$ cat config.mk
export PLATFORM = sky130hd
export DESIGN_NAME = brsc_div
export DESIGN_NICKNAME = d
export VERILOG_FILES = /design/src/rtl/core/brsc_pkg.sv /design/src/rtl/core/brsc_div.sv
export SDC_FILE = /design/constraint.sdc
export NUM_CORES = 1
export LEC_CHECK = 0
export BUFFER_PORTS_ARGS = -buffer_cell sky130_fd_sc_hd__buf_2
export CORE_MARGIN = 3
export CORE_UTILIZATION = 50
export CTS_CLUSTER_DIAMETER = 40
export CTS_CLUSTER_SIZE = 40
export DETAILED_ROUTE_END_ITERATION = 8
export PLACE_DENSITY = 0.71
export SYNTH_ARGS = -nofsm -noshare
export SYNTH_HDL_FRONTEND = slang
export SYNTH_SLANG_ARGS = --single-unit
$ cat constraint.sdc
create_clock -name clk_i -period 3.05 [get_ports clk_i]
set_input_delay 0.915 -clock clk_i [delete_from_list [all_inputs] [get_ports clk_i]]
set_output_delay 0.915 -clock clk_i [all_outputs]
set_load 0.1 [all_outputs]
$ cat src/rtl/core/brsc_pkg.sv
`timescale 1ns / 1ps
// ----------------------------------------------------------------------------
// brsc_pkg: shared types and constants
// Widths, opcodes and the cell record used by the box rest support checker.
// ----------------------------------------------------------------------------
package brsc_pkg;

  localparam int MaxBoxes  = 256;
  localparam int CoordBits = 12;
  localparam int EdgeBits  = CoordBits + 1;
  localparam int IdxBits   = $clog2(MaxBoxes);
  localparam int CntBits   = $clog2(MaxBoxes + 1);
  localparam int AreaBits  = 2 * EdgeBits + IdxBits;
  localparam int QBits     = 11;
  localparam int FracBits  = QBits;
  localparam logic [QBits-1:0] QOne = QBits'(1024);

  localparam logic [1:0] OpClear  = 2'd0;
  localparam logic [1:0] OpInsert = 2'd1;
  localparam logic [1:0] OpQuery  = 2'd2;

  // One stored box, upper corners already summed.
  typedef struct packed {
    logic [EdgeBits-1:0] x1;
    logic [EdgeBits-1:0] y1;
    logic [EdgeBits-1:0] x2;
    logic [EdgeBits-1:0] y2;
    logic [EdgeBits-1:0] z1;
    logic [EdgeBits-1:0] z2;
  } box_t;

  // Chain control: shift the ring one place, or append at the head.
  typedef struct packed {
    logic rotate;
    logic load;
  } chain_ctl_t;

endpackage

$ cat src/rtl/core/brsc_div.sv
`timescale 1ns / 1ps
// ----------------------------------------------------------------------------
// brsc_div: serial restoring divider
// Computes floor(area * 1024 / base) for area < base, one quotient bit a cycle.
// ----------------------------------------------------------------------------
module brsc_div (
  input  logic                               clk_i,
  input  logic                               rst_ni,
  input  logic                               start_i,
  input  logic [2*brsc_pkg::EdgeBits-1:0]    num_i,
  input  logic [2*brsc_pkg::EdgeBits-1:0]    den_i,
  output logic                               done_o,
  output logic [brsc_pkg::FracBits-1:0]      quo_o
);
  import brsc_pkg::*;

  localparam int RemBits = 2 * EdgeBits + 1;

  logic [RemBits-1:0]    rem_q, rem_d, shl;
  logic [2*EdgeBits-1:0] den_q, den_d;
  logic [FracBits-1:0]   quo_q, quo_d;
  logic [3:0]            cnt_q, cnt_d;
  logic                  busy_q, busy_d, done_q, done_d;

  always_comb begin
    rem_d  = rem_q;
    den_d  = den_q;
    quo_d  = quo_q;
    cnt_d  = cnt_q;
    busy_d = busy_q;
    done_d = 1'b0;
    shl    = {rem_q[RemBits-2:0], 1'b0};
    if (start_i) begin
      rem_d  = {1'b0, num_i};
      den_d  = den_i;
      quo_d  = '0;
      cnt_d  = 4'd10;
      busy_d = 1'b1;
    end else if (busy_q) begin
      if (shl >= {1'b0, den_q}) begin
        rem_d = shl - {1'b0, den_q};
        quo_d = {quo_q[FracBits-2:0], 1'b1};
      end else begin
        rem_d = shl;
        quo_d = {quo_q[FracBits-2:0], 1'b0};
      end
      if (cnt_q == 4'd1) begin
        busy_d = 1'b0;
        done_d = 1'b1;
      end
      cnt_d = cnt_q - 4'd1;
    end
  end

  always_ff @(posedge clk_i or negedge rst_ni) begin
    if (!rst_ni) begin
      busy_q <= 1'b0;
      done_q <= 1'b0;
      cnt_q  <= '0;
    end else begin
      busy_q <= busy_d;
      done_q <= done_d;
      cnt_q  <= cnt_d;
    end
  end

  always_ff @(posedge clk_i) begin
    rem_q <= rem_d;
    den_q <= den_d;
    quo_q <= quo_d;
  end

  assign done_o = done_q;
  assign quo_o  = quo_q;
endmodule

==> impl_metrics.toml, run 1 <==
[global_route]
antenna_found_initial = 0
grt_pass1_wl_um = 15300
grt_use_total_pct = 19.3
gr-total-overflow = 0
grt_pass1_vias = 3270
grt_max_degree = 44

[sta]
setup_violations = 0
post-route-period-util_pct = 94.5
drv_slew = 0
slew_headroom_pct = 67.4
finalHoldViolCount = 0
max_freq_mhz = 347
skew_ns = 0.0137
tightestPinTransition_ns = 0.493
fin_crit_ns = 2.88

[setup_path]
cp-endpoint = "rem_q[24]"
r2r_cells = 10
reg2reg_slack_ns = 0.17
arrival_ns = 2.99
critPathLaunch = "rem_q[0]"
crit_type = "flip-flop to flip-flop"
worst-path-max-fanout = 6
start_kind = "flip-flop"
cp-end-kind = "flip-flop"
cp.required_ns = 3.16
r2r_end = "rem_q[24]"
rr_startpoint = "rem_q[0]"

[clocking]
clk_pin_slew_ns = 0.09
cts-buffers-inserted = 9
h-tree-depth = 3
cts_root_buf = "clkbuf_8"
clock_latency_ns = 0.36
tritoncts = "done"
cts_sinks = 69
clock_tree.buffer_depth = 2

[pwr]
pwr_density_cell_nw_per_um2 = 1040
p_leak_nw = 2.32
irDropWorstVdd_mv = 0.465

[route]
route.vias.total = 3328
drt_first_pass_iters = 4
dr.first_iter.drc_count = 150
wl_per_cell_um = 15.1
drc = 0
via_per_inst = 5.51
ant_nets = 0
wirelength_um = 9140

[logic_synthesis]
async_flop_share_pct = 8.70
synth_top_cells_by_count = "edfxtp_1 (52), nor2_1 (45), a21oi_1 (37)"
synth-warning-count = 0
synth-seq-cells = 69
synth-edff-count = 52
synthCells = 420
synth_most_common_cell = "edfxtp_1"
syn_area_per_cell_um2 = 10.2
yosysSeqAreaShare_pct = 45.1
synth_top_area_share_pct = 36.4
yosys-top-cells-area = "edfxtp_1 (36%), ha_1 (8.2%), mux2i_1 (7.5%), dfxtp_1 (5.1%), a21oi_1 (4.3%)"
syn-cell-area_um2 = 4290
synth.distinct_cells = 55
yosysTopAreaCell = "edfxtp_1"
syn-num-nets = 504
ys.flop_type = "edfxtp_1"

[final_layout]
final_core_util_pct = 60.1
area.growth.synth_to_final_pct = 15.8
fin_cells = 604
n_fill_cell = 719
drive_above_1_share_pct = 22.4
fin_nets = 578
antenna_cells = 0
final_area_um2 = 4970

[flow_run]
drv_cap = 0

[floorplan]
num_rows = 33
die_w_um = 98.6
core_um2 = 8260
initial_core_util_pct = 51.9
ioPinCount = 67
fp.dieH_um = 98.6
fp.dieArea_um2 = 9720

[placement]
globalplace.congestion = 0.938
place_hpwl_um = 6700
portBuffers = 66
dp_cells = 586
placed_cell_area_um2 = 4750

[run_status]
status = "completed"

[worst_hold_path]
hp-class = "primary input to async pin"
## cell families (layout without fill, tap and decap cells)
logic type | Yosys count | count (layout) | synth area share (%)
compound gates | 98 | 98 | 15.3
xor+xnor | 25 | 25 | 5.11
fa+ha+maj | 29 | 29 | 8.64
buf+inv | 52 | 131 | 5.37
flops | 69 | 69 | 45.1
mux | 32 | 32 | 7.47
simple gates | 115 | 115 | 13.0
## final cells by class
type / instances / area, um^2 / area share, %
clock buffer: 9 / 124 / 2.49
clock inverter: 7 / 60.1 / 1.21
inverter: 35 / 131 / 2.65
multi-input combinational: 299 / 2140 / 43.1
sequential: 69 / 1930 / 38.9
tap: 105 / 131 / 2.65
timing repair buffer: 80 / 448 / 9.02
## per-layer routing
layer  global-route usage (%)  routed length (um)
met5                        0                   0
met4                     6.51                 142
met3                     5.17                 552
met2                     29.3                4120
met1                     27.0                4320
## how the worst min path moves through the flow
stage	slack (ns)	to
finish	0.35	cnt_q[1]
global placement	0.47	quo_o[10]
global route	0.34	busy_q
detailed placement	0.49	quo_o[10]
CTS	0.35	busy_q
floorplan	0.49	cnt_q[3]
## power by group
group	switching (mW)	internal (mW)
Combinational	1.59	1.39
Sequential	0.146	1.31
Clock	0.413	0.312
## sequential cells by signal, summed over array words and instances (netlist names)
| signal | count |
|---|---|
| busy_q | 1 |
| cnt_q | 4 |
| den_q | 26 |
| done_o | 1 |
| quo_o | 11 |
| rem_q | 26 |
## layout by cell type (no fill, tap or decap), types with 2 or more instances in the layout
cell,synthesis,final
dfxtp_1,11,11
xor2_1,6,6
buf_2,0,66
xnor2_1,19,19
nor2_1,45,45
o21a_1,4,4
o21ai_1,12,11
nor3b_1,5,5
nand4_1,4,4
inv_6,0,4
nor4b_1,2,2
a31oi_1,2,2
a211o_1,3,3
edfxtp_1,52,52
nor3_1,9,9
nand3_1,5,5
and3_1,2,2
nand2_1,30,30
o21bai_1,2,2
o21ai_0,4,4
a221o_1,4,4
ha_2,0,2
a21oi_1,37,37
and4_1,3,3
a21o_1,11,11
a21oi_2,2,2
nor2b_1,3,2
buf_4,0,13
inv_1,35,35
o31ai_1,2,2
dfrtp_1,6,6
mux2i_1,32,31
o211ai_1,3,3
clkbuf_8,0,9
ha_1,28,26
## critical path, stage by stage (launching register included)
cell       delay [ns]
edfxtp_1         0.45
ha_1             0.35
nor2b_2          0.18
o2111ai_2        0.19
a311oi_2         0.15
o32ai_2          0.29
nor3_2           0.08
nand3b_4         0.16
o21ba_4          0.24
and2_1           0.21
a221o_1          0.32
## timing repair
item | in CTS | in global routing
setup buffers | 2 | 0
hold buffers | 0 | 0
pin swaps | 1 | 3
endpoints found under the hold margin | 0 | 0
setup endpoints to repair | 2 | 20
gates resized for setup | 0 | 5
## per-stage QoR
stage          power (mW)  TNS (ns)  hold slack (ns)  setup WS (ns)
2_1_floorplan        3.81         0            0.489          0.232
3_3_place_gp         4.28         0            0.470         0.0960
3_5_place_dp         4.33   -0.0134            0.493        -0.0134
4_1_cts              5.13         0            0.345          0.128
5_1_grt              5.56   -0.0489            0.344        -0.0463
6_report             5.16         0            0.354          0.169
Note: power is estimated with default switching activity, not from simulation.
==> run 2: changes to the inputs <==
--- a/config.mk
+++ b/config.mk
@@ -6,6 +6,7 @@
 export NUM_CORES = 1
 export LEC_CHECK = 0
 export BUFFER_PORTS_ARGS = -buffer_cell sky130_fd_sc_hd__buf_2
+export CORE_ASPECT_RATIO = 0.75
 export CORE_MARGIN = 3
 export CORE_UTILIZATION = 50
 export CTS_CLUSTER_DIAMETER = 40
==> run 2 against run 1 <==
- non-clock buffer count fell by 5
- via count decreased by 1.6%
- combinational power grew 4%
- fmax down 1.3%
- clock power rose by 39%
- largest cell class unchanged
- highest routed layer unchanged
==> impl_metrics.toml, run 2 (synthesis gave the netlist of run 1 again) <==
[clocking]
tritoncts = "done"
cts_root_buf = "clkbuf_16"
cts_sinks = 69
h-tree-depth = 3
cts-buffers-inserted = 9
clock_latency_ns = 0.34
clock_tree.buffer_depth = 2
cts_hold_buf = 0
clk_pin_slew_ns = 0.06

[pwr]
pwr_density_cell_nw_per_um2 = 1090
power_mw = 5.56
p_leak_nw = 2.37
irDropWorstVdd_mv = 0.771

[final_layout]
fin_cells = 599
layout.cells.most_common_list = "buf_2 (66), edfxtp_1 (52), nor2_1 (45)"
final_core_util_pct = 62.8
drive_above_1_share_pct = 22.5
antenna_cells = 0
fin_nets = 573
layout_commonest_cell = "buf_2"
area.growth.synth_to_final_pct = 18.7

[floorplan]
fp.dieArea_um2 = 9730
num_rows = 28
core_um2 = 8090
fp.dieH_um = 86.2
initial_core_util_pct = 53.0
ioPinCount = 67
die_w_um = 113

[setup_path]
cp-end-kind = "flip-flop"
worst-path-max-fanout = 3
cp.required_ns = 3.13
arrival_ns = 3.00
start_kind = "flip-flop"
crit_type = "flip-flop to flip-flop"

[sta]
drv_slew = 0
fin_crit_ns = 2.92
setup_violations = 0
post-route-period-util_pct = 95.7
max_freq_mhz = 343
slew_headroom_pct = 55.1
tightestPinTransition_ns = 0.673
finalHoldViolCount = 0
skew_ns = 0.00720
setup_tns_ns = 0
grt_setup_unrepaired = "false"

[global_route]
antenna_found_initial = 0
grt_max_degree = 41
gr-usage-met3_pct = 5.37
grt_pass1_wl_um = 14900
gr-total-overflow = 0
grt_use_total_pct = 19.2
grt_pass1_vias = 3157
use_met1_pct = 27.5
grt_use_met2_pct = 28.6
busiest_layer = "met2"

[placement]
globalplace.congestion = 0.879
portBuffers = 66
place_hpwl_um = 6620
dp_cells = 581

[run_status]
status = "completed"

[route]
ant_nets = 0
wirelength_um = 9160
wl_per_cell_um = 15.3
dr.first_iter.drc_count = 184
drt_first_pass_iters = 4
drc = 0
via_per_inst = 5.47
route.vias.total = 3275

[flow_run]
drv_cap = 0

[worst_hold_path]
hp-class = "primary input to async pin"
run 2: cell count changes in the layout (fill, tap and decap cells not counted), sizes merged:
cell      change
buf           -6
clkbuf        +3
clkinv        +2
clkinvlp      -1
inv           -3
run 2: stage by stage:
| step | hold WS [ns] | setup slack, ns | instance area, um^2 |
|---|---|---|---|
| floorplan | 0.489 | 0.232 | 4290 |
| global placement | 0.472 | 0.161 | 4710 |
| detailed placement | 0.480 | 0.0119 | 4710 |
| CTS | 0.389 | 0.0222 | 5010 |
| global route | 0.389 | 0.0227 | 5090 |
| finish | 0.391 | 0.132 | 5090 |
run 2: critical path, cell delays in order, from the launching register on:
cell and delay, ns:
edfxtp_1 0.44, buf_4 0.17, fa_1 0.46, a21oi_1 0.29, o211ai_1 0.17, nand4_1 0.19, o21ai_2 0.10, and4_1 0.25
nor2_1 0.11, a211o_1 0.14, xnor2_1 0.06, a221o_1 0.29
run 2: path summary, 6_finish.rpt:
kind                              to  startpoint  cells after the start  slack [ns]
setup / recovery           rem_q[24]    rem_q[0]                     11        0.13
hold / removal              cnt_q[0]      rst_ni                      1        0.39
setup reg to reg           rem_q[24]    rem_q[0]                     11        0.13
hold reg to reg            quo_o[10]   quo_o[10]                      2        0.49
max in group asynchronous     done_o      rst_ni                      1        2.51
min in group clk_i         quo_o[10]   quo_o[10]                      2        0.49
run 2: report_power, final:
part / switching [mW] / leakage, nW / internal, mW
registers: 0.131 / 0.687 / 1.31
clock network: 0.391 / 0.152 / 0.620
logic: 1.67 / 1.53 / 1.44
total: 2.19 / 2.37 / 3.37
run 2: metal layers:
layer	wire length, um	vias to the layer above
li1	-	1652
met1	4560	1532
met2	4070	82
met3	459	9
met4	79	0
met5	0	-
run 2: layout make-up:
type	count	area (um^2)
Fill cell	679	3010
Tap cell	105	131
Clock buffer	11	264
Inverter	35	131
Sequential cell	69	1930
Timing Repair Buffer	75	432
Multi-Input combinational cell	299	2170
Clock inverter	5	28.8
run 2: what timing repair did:
item | CTS | global route
setup buffers | 0 | 1
endpoints found under the setup margin | 1 | 25
cloned | 0 | 1
pin swaps | 1 | 3
gates resized for setup | 0 | 11
