### config.mk
export PLATFORM = sky130hd
export DESIGN_NAME = brsc_cell
export DESIGN_NICKNAME = d
export VERILOG_FILES = /design/src/rtl/core/brsc_pkg.sv /design/src/rtl/core/brsc_cell.sv
export SDC_FILE = /design/constraint.sdc
export NUM_CORES = 1
export LEC_CHECK = 0
export BUFFER_PORTS_ARGS = -buffer_cell sky130_fd_sc_hd__buf_2
export CAP_MARGIN = 20
export CORE_MARGIN = 10
export CORE_UTILIZATION = 44
export DETAILED_ROUTE_END_ITERATION = 7
export PLACE_DENSITY = 0.85
export SYNTH_ARGS = -nofsm -noshare
export SYNTH_HDL_FRONTEND = slang
export SYNTH_SLANG_ARGS = --single-unit
### constraint.sdc
create_clock -name clk_i -period 4.95 [get_ports clk_i]
set_input_delay 0.7425 -clock clk_i [delete_from_list [all_inputs] [get_ports clk_i]]
set_output_delay 0.7425 -clock clk_i [all_outputs]
set_load 0.02 [all_outputs]
### src/rtl/core/brsc_pkg.sv
`timescale 1ns / 1ps
// ----------------------------------------------------------------------------
// brsc_pkg: shared types and constants
// Widths, opcodes and the cell record used by the box rest support checker.
// ----------------------------------------------------------------------------
package brsc_pkg;

  localparam int MaxBoxes  = 256;
  localparam int CoordBits = 12;
  localparam int EdgeBits  = CoordBits + 1;
  localparam int IdxBits   = $clog2(MaxBoxes);
  localparam int CntBits   = $clog2(MaxBoxes + 1);
  localparam int AreaBits  = 2 * EdgeBits + IdxBits;
  localparam int QBits     = 11;
  localparam int FracBits  = QBits;
  localparam logic [QBits-1:0] QOne = QBits'(1024);

  localparam logic [1:0] OpClear  = 2'd0;
  localparam logic [1:0] OpInsert = 2'd1;
  localparam logic [1:0] OpQuery  = 2'd2;

  // One stored box, upper corners already summed.
  typedef struct packed {
    logic [EdgeBits-1:0] x1;
    logic [EdgeBits-1:0] y1;
    logic [EdgeBits-1:0] x2;
    logic [EdgeBits-1:0] y2;
    logic [EdgeBits-1:0] z1;
    logic [EdgeBits-1:0] z2;
  } box_t;

  // Chain control: shift the ring one place, or append at the head.
  typedef struct packed {
    logic rotate;
    logic load;
  } chain_ctl_t;

endpackage

### src/rtl/core/brsc_cell.sv
`timescale 1ns / 1ps
// ----------------------------------------------------------------------------
// brsc_cell: one slot of the box ring
// Holds one box and passes it to the next cell when the ring rotates.
// ----------------------------------------------------------------------------
module brsc_cell (
  input  logic                clk_i,
  input  brsc_pkg::chain_ctl_t ctl_i,
  input  brsc_pkg::box_t       prev_i,
  input  brsc_pkg::box_t       load_i,
  output brsc_pkg::box_t       box_o
);
  import brsc_pkg::*;

  box_t box_q, box_d;

  always_comb begin
    box_d = box_q;
    if (ctl_i.load) begin
      box_d = load_i;
    end else if (ctl_i.rotate) begin
      box_d = prev_i;
    end
  end

  always_ff @(posedge clk_i) begin
    box_q <= box_d;
  end

  assign box_o = box_q;
endmodule

==> results.sh, run 1 <==
export IMPL_power_density_nw_per_um2=346
export IMPL_viasPerCell=4.66
export IMPL_synthFlopType="edfxtp_1"
export IMPL_fin_crit_ps=2590
export IMPL_power_leakage_nw=2.17
export IMPL_endpoint_kind="flop"
export IMPL_largest_reg_flops=78
export IMPL_cp_start_kind="primary input"
export IMPL_grt_pass1_wl_um=14000
export IMPL_synthTopCellsByArea="edfxtp_1 (70%), mux2_2 (23%), mux2_4 (4.1%)"
export IMPL_cp_slowest_cell="or2_4"
export IMPL_dr_pass1_iters=4
export IMPL_hold_viol=0
export IMPL_die_y_um=107
export IMPL_grt_use_met2=0.294
export IMPL_worstMarginPinSlew_ps=1050
export IMPL_grt_usage=0.159
export IMPL_hpwl_um=7620
export IMPL_crit_chain="buf_4 > or2_4"
export IMPL_crit_path_max_incr_delay_ps=940
export IMPL_path_max_fanout=79
export IMPL_fin_cells=508
export IMPL_drc=0
export IMPL_grt_pass1_vias=2678
export IMPL_cts_setup_buffers=0
export IMPL_grt_max_degree=80
export IMPL_cts_hold_buffers=0
export IMPL_synth_most_common_cell="edfxtp_1"
export IMPL_clock_sinks=78
export IMPL_clkTransAtPathRegs_ps=90
export IMPL_core_rowCount=31
export IMPL_cp_arrival_ps=2550
export IMPL_n_fill_cell=594
export IMPL_num_antenna_cells=0
export IMPL_start_util=0.456
export IMPL_ys_warn_count=0
export IMPL_gp_congestion=0.829
export IMPL_rsz0062_at_grt="no"
export IMPL_synthArstFlopShare=0
export IMPL_worst_path_buf_inv=1
export IMPL_ys_seq_elements=78
export IMPL_setup_viol=0
export IMPL_synth_nets=325
export IMPL_nets=563
export IMPL_synth_edf_count=78
export IMPL_drt_iter0_markers=55
export IMPL_synth_top_cell_by_area="edfxtp_1"
export IMPL_cts_buffer_depth=2
export IMPL_critical_path_class="in2reg"
export IMPL_core_um2=7290
export IMPL_final_max_slew_viol_count=0
export IMPL_synthesis_instances=166
export IMPL_fin_crit_sh=0.524
export IMPL_status="complete, no violations"
export IMPL_cts_resized=0
export IMPL_cts_buffers=9
export IMPL_placed_cells=492
export IMPL_cts_root_buf="clkbuf_8"
export IMPL_drive_gt1_frac=0.807
export IMPL_seq_area_frac_synth=0.705
export IMPL_dieArea_um2=11400
export IMPL_grt_ovfl_total=0
export IMPL_fin_setup_tns_ps=0
export IMPL_antenna_left=0
export IMPL_synth_avg_cell_area_um2=20.0
export IMPL_grt_use_met1=0.145
export IMPL_max_freq_ghz=0.386
export IMPL_crit_family="simple AND/OR/NAND/NOR gates"
export IMPL_relSlewSlack=0.301
export IMPL_antenna_found_initial=0
export IMPL_fp_dieW_um=107
export IMPL_pin_count=237
export IMPL_synth_distinct_cells=6
export IMPL_totalWireLength_um=9560
export IMPL_irDropWorstVdd_uv=199
export IMPL_hold_class="in2reg"
export IMPL_wire_per_inst_um=18.8
export IMPL_port_buffers=236
export IMPL_yosys_top_cells_count="edfxtp_1 (78), mux2_2 (69), mux2_4 (9)"
export IMPL_synth_top_area_frac=0.705
export IMPL_grt_use_met3=0.0802
export IMPL_crit_required_ps=4900
export IMPL_busiest_layer="met2"
export IMPL_syn_cell_area_um2=3320
export IMPL_areaGrowthSynthToFinish_pct=43.9
export IMPL_maxCapViolations=0
export IMPL_cts_max_level=3
export IMPL_cts_tree="done"
export IMPL_vias=2365
## routing by layer
metal / vias to the layer above / wire, um
met2: 134 / 5170
li1: 1127 / -
met4: 0 / 121
met3: 12 / 1110
met5: - / 0
met1: 1092 / 3160
## where the power goes
group / internal [mW] / switching, mW / leakage (nW) / total, mW
Combinational: 0.139 / 0.179 / 1.28 / 0.318
Clock: 0.280 / 0.229 / 0.103 / 0.510
Sequential: 0.810 / 0.0158 / 0.795 / 0.826
## cells in the final DEF (no fill, tap or decap), drive strengths merged
| cell | n |
|---|---|
| edfxtp | 78 |
| bufinv | 2 |
| buf | 236 |
| clkinv | 3 |
| clkinvlp | 2 |
| clkbuf | 9 |
| or2 | 1 |
| mux2 | 78 |
## final cells by class
class / instances / area [um2] / area share
Tap cell: 99 / 124 / 0.0259
Clock inverter: 7 / 88.8 / 0.0186
Timing Repair Buffer: 236 / 1180 / 0.247
Clock buffer: 9 / 124 / 0.0259
Sequential cell: 78 / 2340 / 0.490
Multi-Input combinational cell: 79 / 921 / 0.193
## metrics by stage
step	hold WS, ps	utilization	power [mW]	setup slack [ps]	instance area, um2
3_5_place_dp	1050	0.627	1.17	2020	4570
4_1_cts	678	0.656	1.68	2390	4780
6_report	700	0.656	1.65	2360	4780
2_1_floorplan	960	-	1.02	1630	3320
5_1_grt	684	0.656	1.73	2250	4780
3_3_place_gp	1040	0.627	1.16	2110	4570
## kinds of logic after synthesis
family | count (synthesis) | synth area share
mux | 78 | 0.274
flops | 78 | 0.705
simple gates | 1 | 0.00188
buf+inv | 9 | 0.0192
## path summary, 6_finish.rpt
check       start         to  slack [ps]  depth (start not counted)
min    prev_i[43]  box_o[43]         700                          2
max      ctl_i[0]  box_o[45]        2360                          2
Power figures use the tool's default switching activity.
==> inputs of run 2 (changes only) <==
Settings changed: CORE_UTILIZATION 44 to 37, PLACE_DENSITY 0.85 to 0.77.
Clock period 4.95 ns to 2.2 ns, I/O delays scaled along.
==> run 2 against run 1 <==
Routed wire length is essentially flat. First-iteration DRC count grew 56%. Power grew 120%. Critical path depth shrank 1. Setup slack lost 1400 ps. Combinational power grew 130%. Utilization shrank 10 points. Critical endpoint is now box_o[26]. Via count shrank 2.8%. Sequential share of layout area shrank 0.46 points. Sequential power grew 130%.
==> results.sh, run 2 (same netlist as run 1, synthesis figures left out) <==
export IMPL_vias=2298
export IMPL_core_rowCount=34
export IMPL_cts_setup_buffers=0
export IMPL_wire_per_inst_um=18.3
export IMPL_crit_path_max_incr_delay_ps=390
export IMPL_crit_path_end="box_o[26]"
export IMPL_grt_pass1_vias=2622
export IMPL_fin_crit_ps=1240
export IMPL_cp_arrival_ps=910
export IMPL_clock_sinks=78
export IMPL_cp_slowest_cell="edfxtp_1"
export IMPL_areaGrowthSynthToFinish_pct=45.2
export IMPL_grt_usage=0.138
export IMPL_grt_ovfl_total=0
export IMPL_antenna_left=0
export IMPL_path_max_fanout=1
export IMPL_hpwl_um=7820
export IMPL_fp_dieW_um=115
export IMPL_cts_hold_buffers=0
export IMPL_cts_max_level=3
export IMPL_path_depth=1
export IMPL_num_antenna_cells=0
export IMPL_final_max_slew_viol_count=0
export IMPL_final_common_cell="buf_2"
export IMPL_cts_buffers=9
export IMPL_fin_setup_tns_ps=0
export IMPL_dr_pass1_iters=4
export IMPL_port_buffers=236
export IMPL_final_util=0.554
export IMPL_start_util=0.381
export IMPL_relSlewSlack=0.711
export IMPL_fin_crit_sh=0.565
export IMPL_critical_path_class="reg2out"
export IMPL_crit_required_ps=1870
export IMPL_hold_viol=0
export IMPL_core_um2=8720
export IMPL_status="complete, no violations"
export IMPL_power_density_nw_per_um2=751
export IMPL_worstMarginPinSlew_ps=434
export IMPL_cts_tree="done"
export IMPL_crit_family="flip-flops"
export IMPL_cts_buffer_depth=2
export IMPL_rsz0062_at_grt="no"
export IMPL_hold_class="in2reg"
export IMPL_totalWireLength_um=9550
export IMPL_power_leakage_nw=2.19
export IMPL_setup_viol=0
export IMPL_clkTransAtPathRegs_ps=90
export IMPL_max_freq_ghz=0.805
export IMPL_startpoint="box_o[26]"
export IMPL_grt_pass1_wl_um=14300
export IMPL_largest_reg_flops=78
export IMPL_viasPerCell=4.41
export IMPL_p_total_mw=3.63
export IMPL_cts_resized=0
export IMPL_maxCapViolations=0
export IMPL_grt_max_degree=47
export IMPL_placed_area_um2=4640
export IMPL_irDropWorstVdd_uv=288
export IMPL_dieArea_um2=13200
export IMPL_worst_path_buf_inv=1
export IMPL_finalInstanceArea_um2=4830
export IMPL_antenna_found_initial=0
export IMPL_pin_count=237
export IMPL_gp_congestion=0.717
export IMPL_final_cell_mix="buf_2 (235), edfxtp_1 (78), mux2_2 (69)"
export IMPL_cts_root_buf="clkbuf_8"
export IMPL_drt_iter0_markers=86
export IMPL_die_y_um=115
export IMPL_nets=567
export IMPL_endpoint_kind="output port"
export IMPL_drc=0
export IMPL_n_fill_cell=739
export IMPL_cp_start_kind="flop"
export IMPL_crit_chain="buf_2"
export IMPL_drive_gt1_frac=0.806
==> run 2: cell types whose count changed in the layout (fill, tap and decap cells not counted), sizes merged <==
cell      delta
buf          +4
bufinv       -1
clkbuf       +2
clkinvlp     -1
==> run 2: power breakdown <==
group	switching [mW]	internal, mW	leakage (nW)
Clock	0.518	0.528	0.0935
Sequential	0.0385	1.82	0.795
Combinational	0.400	0.321	1.31
Total	0.957	2.67	2.19
==> run 2: layout make-up <==
| type | instances | area, um2 | area share |
|---|---|---|---|
| flip-flops and latches | 78 | 2340 | 0.485 |
| repair buffers | 240 | 1240 | 0.257 |
| multi-input cells | 79 | 921 | 0.191 |
| well taps | 108 | 135 | 0.0280 |
| clock buffers | 11 | 131 | 0.0272 |
| clock inverters | 5 | 60.1 | 0.0124 |
==> run 2: worst min-delay path by stage <==
stage	startpoint	end	slack [ps]	cells after the start
2_1_floorplan	load_i[66]	box_o[66]	550	1
5_1_grt	load_i[11]	box_o[11]	260	2
3_3_place_gp	load_i[52]	box_o[52]	630	2
3_5_place_dp	load_i[16]	box_o[16]	630	2
4_1_cts	load_i[11]	box_o[11]	260	2
6_report	prev_i[29]	box_o[29]	280	2
==> run 2: routing by layer <==
metal | part of all wire | wire [um] | global-route usage | up-vias
met5 | 0 | 0 | 0 | -
met4 | 0.0074 | 71 | 0.0330 | 0
met3 | 0.12 | 1190 | 0.0781 | 8
met2 | 0.51 | 4860 | 0.233 | 137
met1 | 0.36 | 3430 | 0.145 | 1015
li1 | - | - | - | 1138
==> run 2: metrics by stage <==
step           worst slack, ps  hold WS (ps)  std cells
2_1_floorplan             68.5           547        166
3_3_place_gp               682           631        505
3_5_place_dp               637           634        505
4_1_cts                    933           262        521
5_1_grt                    915           256        521
6_report                   958           277        521
==> inputs of run 3 (changes only) <==
Settings changed: CORE_UTILIZATION 37 to 41, PLACE_DENSITY 0.77 to 0.8.
Clock period 2.2 ns to 1.3 ns, I/O delays scaled along.
==> run 3 against run 2 <==
First-iteration DRC count shrank 44%. Sequential power grew 69%. Global-route usage grew 1.8 points. Via count grew 4.2%. Non-clock buffer count grew 1. Setup slack lost 750 ps. Utilization grew 6.5 points. Sequential share of layout area is essentially flat. Clock power grew 63%. Cell count shrank 0.96%. Critical path type unchanged. Critical endpoint is now box_o[39].
==> results.sh, run 3 (same netlist as run 1, synthesis figures left out) <==
export IMPL_grt_usage=0.155
export IMPL_worst_path_buf_inv=1
export IMPL_clockPowerShare=0.281
export IMPL_hpwl_um=8190
export IMPL_endpoint_kind="output port"
export IMPL_power_density_nw_per_um2=1260
export IMPL_totalWireLength_um=10000
export IMPL_drt_iter0_markers=48
export IMPL_gp_congestion=0.792
export IMPL_timing_final_ws_setup_ps=210
export IMPL_crit_required_ps=1110
export IMPL_intPower_mw=4.51
export IMPL_pwr_share_comb=0.203
export IMPL_cp_arrival_ps=900
export IMPL_hp_start="prev_i[71]"
export IMPL_fin_crit_ps=1090
export IMPL_rsz0062_at_grt="no"
export IMPL_cp_start_kind="flop"
export IMPL_p_switching_mw=1.59
export IMPL_cts_max_level=3
export IMPL_relSlewSlack=0.791
export IMPL_switching_share=0.261
export IMPL_irDropWorstVdd_uv=767
export IMPL_areaGrowthSynthToFinish_pct=45.3
export IMPL_final_max_slew_viol_count=0
export IMPL_grt_ovfl_total=0
export IMPL_crit_chain="buf_2"
export IMPL_clock_sinks=78
export IMPL_vias=2395
export IMPL_cts_hold_buffers=0
export IMPL_maxCapViolations=0
export IMPL_num_antenna_cells=0
export IMPL_power_leakage_nw=2.20
export IMPL_status="complete, no violations"
export IMPL_core_rowCount=32
export IMPL_cts_buffers=9
export IMPL_fin_setup_tns_ps=0
export IMPL_die_y_um=110
export IMPL_grt_pass1_wl_um=14200
export IMPL_drc=0
export IMPL_crit_path_max_incr_delay_ps=390
export IMPL_start_util=0.426
export IMPL_worstMarginPinSlew_ps=314
export IMPL_hold_class="in2reg"
export IMPL_startpoint="box_o[39]"
export IMPL_wire_per_inst_um=19.4
export IMPL_grt_pass1_vias=2677
export IMPL_fin_cells=516
export IMPL_dieArea_um2=12100
export IMPL_fin_crit_sh=0.839
export IMPL_drive_gt1_frac=0.802
export IMPL_setup_viol=0
export IMPL_p_seq_frac=0.516
export IMPL_dr_pass1_iters=4
export IMPL_path_max_fanout=1
export IMPL_clkTransAtPathRegs_ps=80
export IMPL_largest_reg_flops=78
export IMPL_cts_resized=0
export IMPL_final_cell_mix="buf_2 (235), edfxtp_1 (78), mux2_2 (69)"
export IMPL_core_um2=7810
export IMPL_max_freq_ghz=0.917
export IMPL_cts_tree="done"
export IMPL_antenna_found_initial=0
export IMPL_path_depth=1
export IMPL_finalInstanceArea_um2=4830
export IMPL_crit_family="flip-flops"
export IMPL_placed_area_um2=4650
export IMPL_cts_buffer_depth=2
export IMPL_cp_slowest_cell="edfxtp_1"
export IMPL_cts_setup_buffers=0
export IMPL_grt_max_degree=57
export IMPL_final_common_cell="buf_2"
export IMPL_nets=568
export IMPL_placed_cells=500
export IMPL_fp_dieW_um=110
export IMPL_viasPerCell=4.64
export IMPL_antenna_left=0
export IMPL_hold_viol=0
export IMPL_port_buffers=236
export IMPL_dp_slack_ps=65.0
export IMPL_cts_root_buf="clkbuf_8"
export IMPL_critical_path_class="reg2out"
export IMPL_crit_path_end="box_o[39]"
export IMPL_hold_ws_ps=158
export IMPL_pin_count=237
run 3: stage by stage:
stage	total power, mW	utilization
5_1_grt	6.39	0.619
6_report	6.10	0.619
4_1_cts	6.19	0.619
2_1_floorplan	3.89	-
3_5_place_dp	4.47	0.596
3_3_place_gp	4.43	0.596
run 3: area by class of cell:
cell class,count,area [um2]
clock buffer,11,131
multi-input combinational,79,921
clock inverter,5,50.0
tap,102,128
timing repair buffer,241,1260
fill,620,2980
sequential,78,2340
run 3: how the worst min path moves through the flow:
stage / to / cells after the start
3_5_place_dp: box_o[71] / 2
4_1_cts: box_o[71] / 2
3_3_place_gp: box_o[66] / 2
6_report: box_o[71] / 2
2_1_floorplan: box_o[66] / 1
5_1_grt: box_o[69] / 2
run 3: power groups by stage:
stage / Clock (mW) / Combinational, mW / Sequential, mW
6_report: 1.71 / 1.24 / 3.15
5_1_grt: 1.89 / 1.33 / 3.18
4_1_cts: 1.77 / 1.27 / 3.15
3_5_place_dp: 0 / 1.26 / 3.21
3_3_place_gp: 0 / 1.23 / 3.20
2_1_floorplan: 0 / 0.303 / 3.58
run 3: per-layer routing:
| metal | vias to the layer above | wire length [um] | GRT usage |
|---|---|---|---|
| li1 | 1138 | - | - |
| met1 | 1102 | 3230 | 0.152 |
| met2 | 139 | 5250 | 0.279 |
| met3 | 16 | 1360 | 0.0760 |
| met4 | 0 | 172 | 0.0539 |
| met5 | - | 0 | 0 |
